File: src/sv/psc_pkg.sv
package psc_pkg;

  // item commands
  localparam logic [2:0] CMD_TICK   = 3'd0;
  localparam logic [2:0] CMD_BUTTON = 3'd1;
  localparam logic [2:0] CMD_REMOTE = 3'd2;
  localparam logic [2:0] CMD_TRIP   = 3'd3;
  localparam logic [2:0] CMD_WRITE  = 3'd4;

  // result event codes
  localparam logic [3:0] EV_NONE      = 4'd0;
  localparam logic [3:0] EV_START     = 4'd1;
  localparam logic [3:0] EV_STOP      = 4'd2;
  localparam logic [3:0] EV_UNTRUSTED = 4'd3;
  localparam logic [3:0] EV_CUTOFF    = 4'd4;
  localparam logic [3:0] EV_BLOCK     = 4'd5;
  localparam logic [3:0] EV_LATCH_CLR = 4'd6;
  localparam logic [3:0] EV_DEBOUNCED = 4'd7;
  localparam logic [3:0] EV_MOTOR     = 4'd8;

  // configuration register indexes
  localparam logic [1:0] CFG_MAX_RUNTIME = 2'd0;
  localparam logic [1:0] CFG_SCHED_COUNT = 2'd1;
  localparam logic [1:0] CFG_DEBOUNCE    = 2'd2;

  localparam int CFG_DATA_W = 11;

  // configuration reset values
  localparam logic [10:0] MAX_RUNTIME_RST = 11'd60;
  localparam logic [4:0]  SCHED_COUNT_RST = 5'd0;
  localparam logic [9:0]  DEBOUNCE_RST    = 10'd200;

  // wall clock at or below this is treated as unknown
  localparam logic [31:0] UNIX_VALID_MIN = 32'd1000000000;
  localparam logic [16:0] SECS_PER_MIN   = 17'd60;

  // enabled flag plus sequence id per schedule slot
  localparam int FLAGS_W = 17;

  typedef struct packed {
    logic [2:0]  command;
    logic [31:0] now_unix;
    logic        time_trusted;
    logic [31:0] now_ms;
    logic        motor_request;
    logic [3:0]  entry_index;
    logic [31:0] entry_start;
    logic [31:0] entry_stop;
    logic        entry_valid;
    logic        entry_enabled;
    logic [15:0] entry_seq;
  } in_item_t;

  typedef struct packed {
    logic        motor_on;
    logic        schedule_active;
    logic [3:0]  active_slot;
    logic [3:0]  event_res;
    logic [15:0] event_seq;
    logic        block_expired;
    logic        fault;
  } out_item_t;

  // controller to datapath
  typedef struct packed {
    logic capture;
    logic sel_active;
    logic act;
    logic scan_adv;
    logic scan;
    logic run;
    logic load_out;
  } ctrl_cmd_t;

  // datapath to controller
  typedef struct packed {
    logic is_tick;
    logic scan_go;
    logic scan_done;
    logic out_free;
  } ctrl_status_t;

endpackage

File: src/sv/psc_ram.sv
module psc_ram #(
  parameter int WIDTH = 32,
  parameter int DEPTH = 16
) (
  input  logic                                  clk,
  input  logic                                  we,
  input  logic [(DEPTH > 1 ? $clog2(DEPTH) : 1)-1:0] waddr,
  input  logic [WIDTH-1:0]                      wdata,
  input  logic [(DEPTH > 1 ? $clog2(DEPTH) : 1)-1:0] raddr,
  output logic [WIDTH-1:0]                      rdata
);

  logic [WIDTH-1:0] mem [DEPTH];

  // one write port, registered read port
  always_ff @(posedge clk) begin
    if (we) begin
      mem[waddr] <= wdata;
    end
    rdata <= mem[raddr];
  end

endmodule

File: src/sv/psc_ctrl.sv
module psc_ctrl (
  input  logic                  clk,
  input  logic                  rst,
  input  logic                  in_valid,
  output logic                  in_ready,
  input  psc_pkg::ctrl_status_t status,
  output psc_pkg::ctrl_cmd_t    cmd
);

  localparam logic [2:0] S_IDLE = 3'd0;
  localparam logic [2:0] S_ACT  = 3'd1;
  localparam logic [2:0] S_SCAN = 3'd2;
  localparam logic [2:0] S_RUN  = 3'd3;
  localparam logic [2:0] S_DONE = 3'd4;

  logic [2:0] state;
  logic [2:0] state_next;

  // sequencing and datapath commands
  always_comb begin
    state_next = state;
    cmd        = '0;
    in_ready   = 1'b0;
    case (state)
      S_IDLE: begin
        in_ready       = 1'b1;
        cmd.sel_active = 1'b1;
        if (in_valid) begin
          cmd.capture = 1'b1;
          state_next  = S_ACT;
        end
      end
      S_ACT: begin
        cmd.act = 1'b1;
        if (status.scan_go) begin
          cmd.scan_adv = 1'b1;
          state_next   = S_SCAN;
        end else if (status.is_tick) begin
          state_next = S_RUN;
        end else begin
          state_next = S_DONE;
        end
      end
      S_SCAN: begin
        cmd.scan = 1'b1;
        if (status.scan_done) begin
          state_next = S_RUN;
        end else begin
          cmd.scan_adv = 1'b1;
        end
      end
      S_RUN: begin
        cmd.run    = 1'b1;
        state_next = S_DONE;
      end
      S_DONE: begin
        if (status.out_free) begin
          cmd.load_out = 1'b1;
          state_next   = S_IDLE;
        end
      end
      default: begin
        state_next = S_IDLE;
      end
    endcase
  end

  // state register
  always_ff @(posedge clk) begin
    if (rst) begin
      state <= S_IDLE;
    end else begin
      state <= state_next;
    end
  end

endmodule

File: src/sv/psc_dp.sv
module psc_dp #(
  parameter int MAX_SCHEDULES = 16
) (
  input  logic                                clk,
  input  logic                                rst,
  input  psc_pkg::in_item_t                   in_item,
  input  logic                                cfg_write,
  input  logic [1:0]                          cfg_index,
  input  logic [psc_pkg::CFG_DATA_W-1:0]      cfg_data,
  input  psc_pkg::ctrl_cmd_t                  cmd,
  output psc_pkg::ctrl_status_t               status,
  output logic                                out_valid,
  input  logic                                out_ready,
  output psc_pkg::out_item_t                  out_item
);

  localparam int IDX_W = (MAX_SCHEDULES > 1) ? $clog2(MAX_SCHEDULES) : 1;

  // configuration registers
  logic [10:0] max_runtime;
  logic [4:0]  sched_count;
  logic [9:0]  debounce;

  // item and controller state
  psc_pkg::in_item_t item;
  logic              motor;
  logic              motor_next;
  logic [31:0]       on_since;
  logic [31:0]       on_since_next;
  logic              active_valid;
  logic              active_valid_next;
  logic [IDX_W-1:0]  active_index;
  logic [IDX_W-1:0]  active_index_next;
  logic [31:0]       block_until;
  logic [31:0]       block_until_next;
  logic              latched;
  logic              latched_next;
  logic [31:0]       last_press;
  logic [31:0]       last_press_next;

  // result under construction
  logic [3:0]  ev;
  logic [3:0]  ev_next;
  logic [15:0] seq;
  logic [15:0] seq_next;
  logic        expired;
  logic        expired_next;
  logic        fault;
  logic        fault_next;

  // schedule table access
  logic [MAX_SCHEDULES-1:0]     sched_valid;
  logic [IDX_W-1:0]             scan_idx;
  logic [IDX_W-1:0]             rd_addr;
  logic [IDX_W-1:0]             rd_idx;
  logic [31:0]                  rd_start;
  logic [31:0]                  rd_stop;
  logic [psc_pkg::FLAGS_W-1:0]  rd_flags;
  logic                         wr_en;
  logic                         wr_in_range;
  logic [IDX_W-1:0]             wr_addr;

  // derived values
  logic [31:0] on_value;
  logic [31:0] n_eff;
  logic        slot_hit;
  logic [31:0] run_secs;
  logic [16:0] run_limit;
  logic        cutoff;
  logic        new_motor;

  assign rd_addr     = cmd.sel_active ? active_index : scan_idx;
  assign wr_in_range = 32'(item.entry_index) < 32'(MAX_SCHEDULES);
  assign wr_addr     = IDX_W'(item.entry_index);
  assign wr_en       = cmd.act && (item.command == psc_pkg::CMD_WRITE) && wr_in_range;

  // schedule table memories
  psc_ram #(.WIDTH(32), .DEPTH(MAX_SCHEDULES)) u_start_ram (
    .clk   (clk),
    .we    (wr_en),
    .waddr (wr_addr),
    .wdata (item.entry_start),
    .raddr (rd_addr),
    .rdata (rd_start)
  );

  psc_ram #(.WIDTH(32), .DEPTH(MAX_SCHEDULES)) u_stop_ram (
    .clk   (clk),
    .we    (wr_en),
    .waddr (wr_addr),
    .wdata (item.entry_stop),
    .raddr (rd_addr),
    .rdata (rd_stop)
  );

  psc_ram #(.WIDTH(psc_pkg::FLAGS_W), .DEPTH(MAX_SCHEDULES)) u_flags_ram (
    .clk   (clk),
    .we    (wr_en),
    .waddr (wr_addr),
    .wdata ({item.entry_seq, item.entry_enabled}),
    .raddr (rd_addr),
    .rdata (rd_flags)
  );

  // on time to record when the motor comes on
  assign on_value = (item.now_unix > psc_pkg::UNIX_VALID_MIN) ? item.now_unix : 32'd0;

  // scanned slot count, capped at the table size
  assign n_eff = (32'(sched_count) > 32'(MAX_SCHEDULES)) ? 32'(MAX_SCHEDULES)
                                                          : 32'(sched_count);

  // due check on the slot read last cycle
  assign slot_hit = sched_valid[rd_idx] && rd_flags[0] &&
                    (item.now_unix >= rd_start) && (item.now_unix < rd_stop);

  // runtime limit compared in seconds
  assign run_secs  = item.now_unix - on_since;
  assign run_limit = 17'(max_runtime) * psc_pkg::SECS_PER_MIN;
  assign cutoff    = motor && (on_since != 32'd0) && (run_secs >= 32'(run_limit));
  assign new_motor = !motor;

  // next state for each phase of an item
  always_comb begin
    motor_next        = motor;
    on_since_next     = on_since;
    active_valid_next = active_valid;
    active_index_next = active_index;
    block_until_next  = block_until;
    latched_next      = latched;
    last_press_next   = last_press;
    ev_next           = ev;
    seq_next          = seq;
    expired_next      = expired;
    fault_next        = fault;

    if (cmd.capture) begin
      ev_next      = psc_pkg::EV_NONE;
      seq_next     = 16'd0;
      expired_next = 1'b0;
      fault_next   = 1'b0;
    end

    // first phase, with the active slot read back
    if (cmd.act) begin
      case (item.command)
        psc_pkg::CMD_TICK: begin
          if (!item.time_trusted) begin
            if (active_valid) begin
              seq_next          = rd_flags[16:1];
              ev_next           = psc_pkg::EV_UNTRUSTED;
              fault_next        = 1'b1;
              motor_next        = 1'b0;
              on_since_next     = 32'd0;
              active_valid_next = 1'b0;
            end
          end else begin
            if ((block_until != 32'd0) && (item.now_unix >= block_until)) begin
              block_until_next = 32'd0;
              expired_next     = 1'b1;
            end
            if (active_valid && (item.now_unix >= rd_stop)) begin
              seq_next          = rd_flags[16:1];
              ev_next           = psc_pkg::EV_STOP;
              motor_next        = 1'b0;
              on_since_next     = 32'd0;
              active_valid_next = 1'b0;
            end
          end
        end
        psc_pkg::CMD_BUTTON: begin
          if ((item.now_ms - last_press) > 32'(debounce)) begin
            last_press_next = item.now_ms;
            if (latched) begin
              latched_next = 1'b0;
              ev_next      = psc_pkg::EV_LATCH_CLR;
            end else begin
              motor_next    = new_motor;
              on_since_next = new_motor ? on_value : 32'd0;
              ev_next       = psc_pkg::EV_MOTOR;
              if (!new_motor && active_valid) begin
                block_until_next  = rd_stop;
                seq_next          = rd_flags[16:1];
                active_valid_next = 1'b0;
                ev_next           = psc_pkg::EV_BLOCK;
              end
            end
          end else begin
            ev_next = psc_pkg::EV_DEBOUNCED;
          end
        end
        psc_pkg::CMD_REMOTE: begin
          if (!(item.motor_request && latched) && (item.motor_request != motor)) begin
            motor_next    = item.motor_request;
            on_since_next = item.motor_request ? on_value : 32'd0;
            ev_next       = psc_pkg::EV_MOTOR;
          end
        end
        psc_pkg::CMD_TRIP: begin
          latched_next      = 1'b1;
          active_valid_next = 1'b0;
          if (motor) begin
            motor_next    = 1'b0;
            on_since_next = 32'd0;
            ev_next       = psc_pkg::EV_MOTOR;
          end
        end
        default: begin
        end
      endcase
    end

    // schedule start on the first due slot
    if (cmd.scan && slot_hit) begin
      seq_next          = rd_flags[16:1];
      ev_next           = psc_pkg::EV_START;
      motor_next        = 1'b1;
      on_since_next     = on_value;
      active_valid_next = 1'b1;
      active_index_next = rd_idx;
    end

    // maximum runtime enforcement
    if (cmd.run && cutoff) begin
      ev_next           = psc_pkg::EV_CUTOFF;
      seq_next          = 16'd0;
      fault_next        = 1'b1;
      motor_next        = 1'b0;
      on_since_next     = 32'd0;
      active_valid_next = 1'b0;
      block_until_next  = 32'd0;
    end
  end

  // status to the controller
  // a scan runs only when no schedule was active at the start of the tick
  assign status.is_tick   = item.command == psc_pkg::CMD_TICK;
  assign status.scan_go   = (item.command == psc_pkg::CMD_TICK) && item.time_trusted &&
                            !active_valid && !latched && !motor &&
                            ((block_until == 32'd0) || (item.now_unix >= block_until)) &&
                            (n_eff != 32'd0);
  assign status.scan_done = slot_hit || ((32'(rd_idx) + 32'd1) >= n_eff);
  assign status.out_free  = !out_valid || out_ready;

  // configuration writes
  always_ff @(posedge clk) begin
    if (rst) begin
      max_runtime <= psc_pkg::MAX_RUNTIME_RST;
      sched_count <= psc_pkg::SCHED_COUNT_RST;
      debounce    <= psc_pkg::DEBOUNCE_RST;
    end else if (cfg_write) begin
      case (cfg_index)
        psc_pkg::CFG_MAX_RUNTIME: max_runtime <= cfg_data;
        psc_pkg::CFG_SCHED_COUNT: sched_count <= cfg_data[4:0];
        psc_pkg::CFG_DEBOUNCE:    debounce    <= cfg_data[9:0];
        default: begin
        end
      endcase
    end
  end

  // controller state registers
  always_ff @(posedge clk) begin
    if (rst) begin
      motor        <= 1'b0;
      on_since     <= 32'd0;
      active_valid <= 1'b0;
      active_index <= '0;
      block_until  <= 32'd0;
      latched      <= 1'b0;
      last_press   <= 32'd0;
      sched_valid  <= '0;
      out_valid    <= 1'b0;
    end else begin
      motor        <= motor_next;
      on_since     <= on_since_next;
      active_valid <= active_valid_next;
      active_index <= active_index_next;
      block_until  <= block_until_next;
      latched      <= latched_next;
      last_press   <= last_press_next;
      if (wr_en) begin
        sched_valid[wr_addr] <= item.entry_valid;
      end
      if (cmd.load_out) begin
        out_valid <= 1'b1;
      end else if (out_ready) begin
        out_valid <= 1'b0;
      end
    end
  end

  // item, scan pointer and result payload
  always_ff @(posedge clk) begin
    if (cmd.capture) begin
      item     <= in_item;
      scan_idx <= '0;
    end else if (cmd.scan_adv) begin
      scan_idx <= scan_idx + 1'b1;
    end
    rd_idx  <= rd_addr;
    ev      <= ev_next;
    seq     <= seq_next;
    expired <= expired_next;
    fault   <= fault_next;
    if (cmd.load_out) begin
      out_item.motor_on        <= motor;
      out_item.schedule_active <= active_valid;
      out_item.active_slot     <= active_valid ? 4'(active_index) : 4'd0;
      out_item.event_res       <= ev;
      out_item.event_seq       <= seq;
      out_item.block_expired   <= expired;
      out_item.fault           <= fault;
    end
  end

endmodule

File: src/sv/pump_schedule_safety_controller.sv
// channel | signals                          | accepted when
// in      | in_valid, in_ready, in_item      | in_valid && in_ready
// out     | out_valid, out_ready, out_item   | out_valid && out_ready
// cfg     | cfg_write, cfg_index, cfg_data   | cfg_write
//
// a button, remote set, trip or table write passes the act and done states;
// a tick passes act, scan (when a start can occur), run and done. the scan
// steps one slot per read of the table memories, up to the scan count.
// one item is worked at a time; the result register lets the next item enter
// while the last result still waits on out_ready.
// synchronous reset clears motor state, latch, block and all slot valid bits.
module pump_schedule_safety_controller #(
  parameter int MAX_SCHEDULES = 16
) (
  input  logic                           clk,
  input  logic                           rst,
  input  logic                           in_valid,
  output logic                           in_ready,
  input  psc_pkg::in_item_t              in_item,
  output logic                           out_valid,
  input  logic                           out_ready,
  output psc_pkg::out_item_t             out_item,
  input  logic                           cfg_write,
  input  logic [1:0]                     cfg_index,
  input  logic [psc_pkg::CFG_DATA_W-1:0] cfg_data
);

  psc_pkg::ctrl_cmd_t    cmd;
  psc_pkg::ctrl_status_t status;

  // sequencer
  psc_ctrl u_ctrl (
    .clk      (clk),
    .rst      (rst),
    .in_valid (in_valid),
    .in_ready (in_ready),
    .status   (status),
    .cmd      (cmd)
  );

  // state, schedule table and result register
  psc_dp #(.MAX_SCHEDULES(MAX_SCHEDULES)) u_dp (
    .clk       (clk),
    .rst       (rst),
    .in_item   (in_item),
    .cfg_write (cfg_write),
    .cfg_index (cfg_index),
    .cfg_data  (cfg_data),
    .cmd       (cmd),
    .status    (status),
    .out_valid (out_valid),
    .out_ready (out_ready),
    .out_item  (out_item)
  );

endmodule
File: config.mk
export PLATFORM = sky130hd
export DESIGN_NAME = pump_schedule_safety_controller
export DESIGN_NICKNAME = d
export VERILOG_FILES = /design/src/sv/psc_pkg.sv /design/src/sv/psc_ram.sv /design/src/sv/psc_ctrl.sv /design/src/sv/psc_dp.sv /design/src/sv/pump_schedule_safety_controller.sv
export SDC_FILE = /design/constraint.sdc
export NUM_CORES = 2
export LEC_CHECK = 0
export BUFFER_PORTS_ARGS = -buffer_cell sky130_fd_sc_hd__buf_2
export CAP_MARGIN = 20
export CORE_UTILIZATION = 30
export CTS_CLUSTER_SIZE = 20
export DETAILED_ROUTE_END_ITERATION = 8
export PLACE_DENSITY_LB_ADDON = 0.08
export SLEW_MARGIN = 20
export SYNTH_ARGS = -nofsm -noshare
export SYNTH_HDL_FRONTEND = slang
export SYNTH_SLANG_ARGS = --single-unit
File: constraint.sdc
create_clock -name clk -period 15.5 [get_ports clk]
set_clock_uncertainty 0.15 [all_clocks]
set_input_delay 3.1 -clock clk [delete_from_list [all_inputs] [get_ports clk]]
set_output_delay 3.1 -clock clk [all_outputs]
set_load 0.01 [all_outputs]
# Word-level counts from Yosys, hierarchy flattened
# Memory sizes are Yosys's and may differ from the RTL's. A register that Yosys moved wholly into a read port is not among the register bits.
# Index checks and enable logic that the tools add are counted.
[word_totals]
elab_cells = 234
n_memories = 3
out_inout_bits = 30
in_bits = 173
ff_bits = 362
mem_bits_rw = 1296
[memory_table]
columns = ["memory", "depth", "width", "rd", "rd_ports_with_merged_regs", "write_ports", "line_no", "text"]
rows = [
  ["u_dp.u_start_ram.mem", 16, 32, 1, 1, 1, "psc_ram.sv:13", "logic [WIDTH-1:0] mem [DEPTH];"],
  ["u_dp.u_stop_ram.mem", 16, 32, 1, 1, 1, "psc_ram.sv:13", ""],
  ["u_dp.u_flags_ram.mem", 16, 17, 1, 1, 1, "psc_ram.sv:13", ""],
]
[op_classes]
addsub = 4
n_eq_ne = 26
n_reduce_logical = 53
mux = 97
mul = 1
order_cmp = 12
[op_table]
columns = ["op", "n"]
rows = [
  ["$mux 32", 17],
  ["$mux 16", 9],
  ["$ge 32x32->1", 4],
  ["$pmux 32 s4", 1],
  ["$reduce_bool 32->1", 3],
  ["$pmux 32 s2", 1],
  ["$sub 32x32->32", 2],
  ["$mux 4", 11],
  ["$mux 1", 40],
  ["$ge 32x17->1", 1],
  ["$gt 32x10->1", 1],
  ["$gt 32x30->1 const B", 1],
  ["$logic_not 32->1", 1],
  ["$lt 32x32->1", 1],
  ["$pmux 16 s2", 1],
  ["$logic_and 1x1->1", 20],
  ["$mux 3", 6],
  ["$bwmux 16", 1],
  ["$pmux 4 s4", 1],
  ["$mul 11x4->15 const B", 1],
  ["$pmux 3 s5", 1],
  ["$reduce_and 7->1", 2],
  ["$eq 3x2->1 const B", 4],
  ["$ne 3x1->1 const B", 4],
  ["other kinds (34)", 59],
]

# Longest topological paths before layout
[depth]
depth_word = 9
mapped_depth = 31
mapped_depth_nobuf = 28

# Hierarchy
# Synthesis repeated with hierarchy kept, for this count alone.
[unflattened]
cells_unflattened = 4331
hier_area_um2 = 71690.0
[modules_own_cells]
columns = ["module", "seq_area_each_um2", "n_inst", "cells_each", "area_per_inst_um2"]
rows = [
  ["psc_ram at u_dp.u_start_ram ...", 16015.4, 2, 838, 19835.3],
  ["psc_dp", 9018.6, 1, 2167, 21142.8],
  ["psc_ram at u_dp.u_flags_ram", 8508.2, 1, 458, 10637.7],
  ["psc_ctrl", 60.1, 1, 30, 239.0],
]

# Least setup slack after synthesis
# Ideal clock, no wire load.
[synth_timing]
path_type = "flip-flop to flip-flop"
start = "reg u_ctrl.state[2]"
end = "reg u_dp.sched_valid[0]"
stages_incl_launch_ff = 10
n_path_buf = 2
t_required_ps = 15222
setup_ps = 128
t_arrival_ps = 7537
period_less_slack_ps = 7815
path_slack_ps = 7685
path_cell_list = "dfxtp_1 > clkbuf_1 > nor2b_1 > nor2b_1 > nand3_1 > or3_1 > clkbuf_1 > nor3_1 > mux2i_1 > nor2_1"
[synth_via]
elab_chain_cells = 3
[synth_lines]
columns = ["element", "line_no", "text"]
rows = [
  ["start, declared", "psc_ctrl.sv:16", "logic [2:0] state;"],
  ["start signal, assigned", "psc_ctrl.sv:73", "state <= state_next;"],
  ["$eq 3x1->1", "psc_ctrl.sv:24", "case (state)"],
  ["$mux 1", "psc_ctrl.sv:24", ""],
  ["$logic_and 1x1->1", "psc_dp.sv:75", "assign wr_en = cmd.act && (item.command == psc_pkg::CMD_WRITE) && wr_in_range;"],
  ["end signal, assigned by index", "psc_dp.sv:282", "sched_valid[wr_addr] <= item.entry_valid;"],
  ["end, declared", "psc_dp.sv:52", "logic [MAX_SCHEDULES-1:0] sched_valid;"],
]
# No other way between the ends.
# A chain may end at the register's enable or synchronous reset.

# Final worst setup path
[layout_timing]
start = "reg u_dp.max_runtime[1]"
end = "reg u_dp.block_until[24]"
[layout_via]
elab_chain_cells = 5
[layout_lines]
columns = ["element", "line_no", "text"]
rows = [
  ["start, declared", "psc_dp.sv:20", "logic [10:0] max_runtime;"],
  ["start signal, assigned", "psc_dp.sv:247", "max_runtime <= psc_pkg::MAX_RUNTIME_RST;"],
  ["start signal, assigned", "psc_dp.sv:252", "psc_pkg::CFG_MAX_RUNTIME: max_runtime <= cfg_data;"],
  ["$mul 11x4->15", "psc_dp.sv:118", "assign run_limit = 17'(max_runtime) * psc_pkg::SECS_PER_MIN;"],
  ["$ge 32x17->1", "psc_dp.sv:119", "assign cutoff = motor && (on_since != 32'd0) && (run_secs >= 32'(run_limit));"],
  ["$logic_and 1x1->1", "psc_dp.sv:119", ""],
  ["$logic_and 1x1->1", "psc_dp.sv:223", "if (cmd.run && cutoff) begin"],
  ["$reduce_or 2->1 (no line)", "-", ""],
  ["end signal, assigned", "psc_dp.sv:278", "block_until <= block_until_next;"],
  ["end, declared", "psc_dp.sv:34", "logic [31:0] block_until;"],
]
# No other way between the ends.

==> results.sh <==
export IMPL_numCtsBuffers=200
export IMPL_synth_compound_area_share_pct=8.28
export IMPL_synth_top_cell_area_share_pct=60.2
export IMPL_whs_ns=0.278
export IMPL_synthMuxAreaShare_pct=0.490
export IMPL_p_total_mw=10.5
export IMPL_synth_ff_type="edfxtp_1"
export IMPL_cts_tree="done"
export IMPL_synth_seq_cells=1739
export IMPL_final_cells=9724
export IMPL_dp_hpwl_mm=129
export IMPL_syn_nets=6599
export IMPL_synth_distinct_cells=89
export IMPL_vias_per_cell=5.01
export IMPL_synth_area_top_cells="edfxtp_1 (60%), nand2_1 (7.7%), dfxtp_1 (7.1%)"
export IMPL_worst_slack_ns=8.14
export IMPL_fp_dieW_um=498
export IMPL_maxSlewViolCount=0
export IMPL_placed_area_um2=78400
export IMPL_dp_cells=9343
export IMPL_synthesis_area_um2=73800
export IMPL_grt_ovfl_total=0
export IMPL_yosysTopAreaCell="edfxtp_1"
export IMPL_critPathMaxFanout=38
export IMPL_synth_fa_ha_area_share_pct=4.10
export IMPL_antenna_left=0
export IMPL_vias=48707
export IMPL_layout_common_cells="nand2_1 (1518), edfxtp_1 (1479), nand3_1 (734)"
export IMPL_cts_htree_levels=4
export IMPL_layout_commonest_cell="nand2_1"
export IMPL_maxCapViolations=0
export IMPL_stdcell_area_um2=84700
export IMPL_cp_required_ns=16.13
export IMPL_cts_resized_gates=0
export IMPL_routedWlPerCell_um=24.2
export IMPL_grt_usage_pct=18.7
export IMPL_cp_start_kind="register"
export IMPL_netlist_instances=6197
export IMPL_ys_async_sr_fraction_pct=0
export IMPL_dieArea_um2=248000
export IMPL_yosysSeqAreaShare_pct=67.3
export IMPL_antenna_found_initial=27
export IMPL_clock_path_buffers=3
export IMPL_cts_sinks=1739
export IMPL_synth_edff_count=1479
export IMPL_drc_errors=0
export IMPL_grt_pass1_wl_mm=342
export IMPL_rows=181
export IMPL_power_leakage_nw=29.8
export IMPL_peakVddDrop_mv=0.113
export IMPL_path_clk_slew_ns=0.06
export IMPL_clock_latency_ns=0.86
export IMPL_cp_data_arrival_time_ns=7.98
export IMPL_routed_wl_mm=235
export IMPL_p_per_area_nw_per_um2=124
export IMPL_portBuffers=202
export IMPL_hold_class="reg -> reg"
export IMPL_syn2layout_area_growth_pct=14.8
export IMPL_fin_util_pct=34.7
export IMPL_finalSetupViolCount=0
export IMPL_cts_setup_buffers=0
export IMPL_gp_congestion=0.813
export IMPL_status="completed"
export IMPL_grt_max_degree=149
export IMPL_rsz0062_at_grt="false"
export IMPL_yosys_area_share_simple_pct=15.9
export IMPL_cts_root_buf="clkbuf_16"
export IMPL_synth_xor_area_share_pct=0.582
export IMPL_fin_crit_sh_pct=47.5
export IMPL_finalSetupTns_ns=0
export IMPL_ctsHoldBuffers=0
export IMPL_relSlewSlack_pct=24.6
export IMPL_timing_fmax_ghz=0.136
export IMPL_yosys_warnings=0
export IMPL_grt_pass1_vias=47542
export IMPL_synth_top_family_by_area="simple AND/OR/NAND/NOR gates"
export IMPL_fp_dieH_um=498
export IMPL_drtIter0Drc=3791
export IMPL_fin_crit_ns=7.36
export IMPL_io_pins=203
export IMPL_endpoint_kind="register"
export IMPL_finalHoldViolations=0
export IMPL_dp_slack_ns=8.19
export IMPL_tightestPinTransition_ns=1.13
export IMPL_crit_type="reg -> reg"
export IMPL_core_area_um2=244000
export IMPL_layout_drive_gt1_share_pct=10.0
export IMPL_start_util_pct=30.2
export IMPL_syn_area_per_cell_um2=11.9
export IMPL_firstDrtPassIters=5
export IMPL_final_nets=6745
## power by group
group	internal [mW]	leakage (nW)	switching [mW]	total, mW
registers	5.19	15.5	0.144	5.34
clock network	2.62	3.07	1.95	4.57
logic	0.213	11.2	0.379	0.592
total	8.03	29.8	2.48	10.5
## registers in the layout (all words and copies together) (netlist names), 3 cells and up
register / flops
u_dp.max_runtime: 11
u_dp.rd_idx: 4
u_dp.scan_idx: 4
u_dp.active_index: 4
u_dp.seq: 16
u_dp.u_start_ram.mem: 512
u_ctrl.state: 3
u_dp.u_stop_ram.mem: 512
u_dp.u_stop_ram.rdata: 32
u_dp.u_flags_ram.rdata: 17
u_dp.u_start_ram.rdata: 32
u_dp.last_press: 32
u_dp.sched_count: 5
u_dp.item: 151
u_dp.u_flags_ram.mem: 272
u_dp.on_since: 32
u_dp.wr_addr: 4
u_dp.out_item: 28
u_dp.sched_valid: 16
u_dp.ev: 4
u_dp.debounce: 10
u_dp.block_until: 32
## cells in the mapped netlist, drive strengths merged, types with 11 or more instances
cell type	n
nand2b	12
buf	101
a211oi	12
a21o	50
xor2	19
and2	14
a31oi	99
or3	15
nor2	121
a22o	35
nor3	40
a21oi	186
a311oi	166
xnor2	30
o21ai	133
nand3	734
nand4	39
a2111oi	12
nand2	1518
inv	274
dfxtp	260
nor4	30
clkbuf	245
o21a	11
o31ai	40
ha	208
fa	21
o211ai	22
nor2b	15
mux2i	26
edfxtp	1479
and3	95
## worst max-delay path: stages (launching register included)
cell and delay [ns]:
dfxtp_1 0.40, inv_1 0.09, fa_1 0.50, fa_1 0.51
inv_1 0.05, ha_1 0.32, a21oi_1 0.23, o21ai_0 0.13
a21oi_1 0.23, o21bai_1 0.09, a21oi_1 0.21, nand2b_1 0.14
a21oi_1 0.08, o41ai_1 0.30, xor2_1 0.21, ha_1 0.27
a21o_1 0.18, a22o_1 0.17, nor4_1 0.17, nand4_1 0.21
a2111oi_2 0.39, a31oi_1 0.10, a2111oi_2 0.35, nand4_1 0.25
o22ai_2 0.18, buf_4 0.43, and2_2 0.68, a22o_1 0.23
## path summary, 6_finish.rpt
path | start | to | slack, ns | cells past startpoint
hold / removal | u_dp.ev[0] | u_dp.out_item[18] | 0.28 | 0
hold reg to reg | u_dp.ev[0] | u_dp.out_item[18] | 0.28 | 0
setup reg to reg | u_dp.max_runtime[1] | u_dp.block_until[24] | 8.14 | 27
setup / recovery | u_dp.max_runtime[1] | u_dp.block_until[24] | 8.14 | 27
## per-layer routing
metal | vias up | track usage (%) | share of wire, %
met5 | - | 0 | 0.039
met4 | 16 | 3.79 | 1.6
li1 | 22965 | - | -
met3 | 263 | 2.71 | 4.1
met2 | 994 | 29.3 | 45
met1 | 24469 | 27.2 | 49
## cell type report
type	count	area, um2
Multi-Input combinational cell	3838	21900
Fill cell	23981	159000
Inverter	274	1050
Sequential cell	1739	49600
Antenna cell	8	20.0
Clock buffer	294	5650
Tap cell	3202	4010
Clock inverter	79	663
Timing Repair Buffer	290	1830
## cell families after synthesis
logic type,Yosys count
fa+ha+maj,229
xor+xnor,49
simple gates,2673
mux,31
buf+inv,620
flops,1739
compound gates,856
Note: power is estimated with default switching activity, not from simulation.
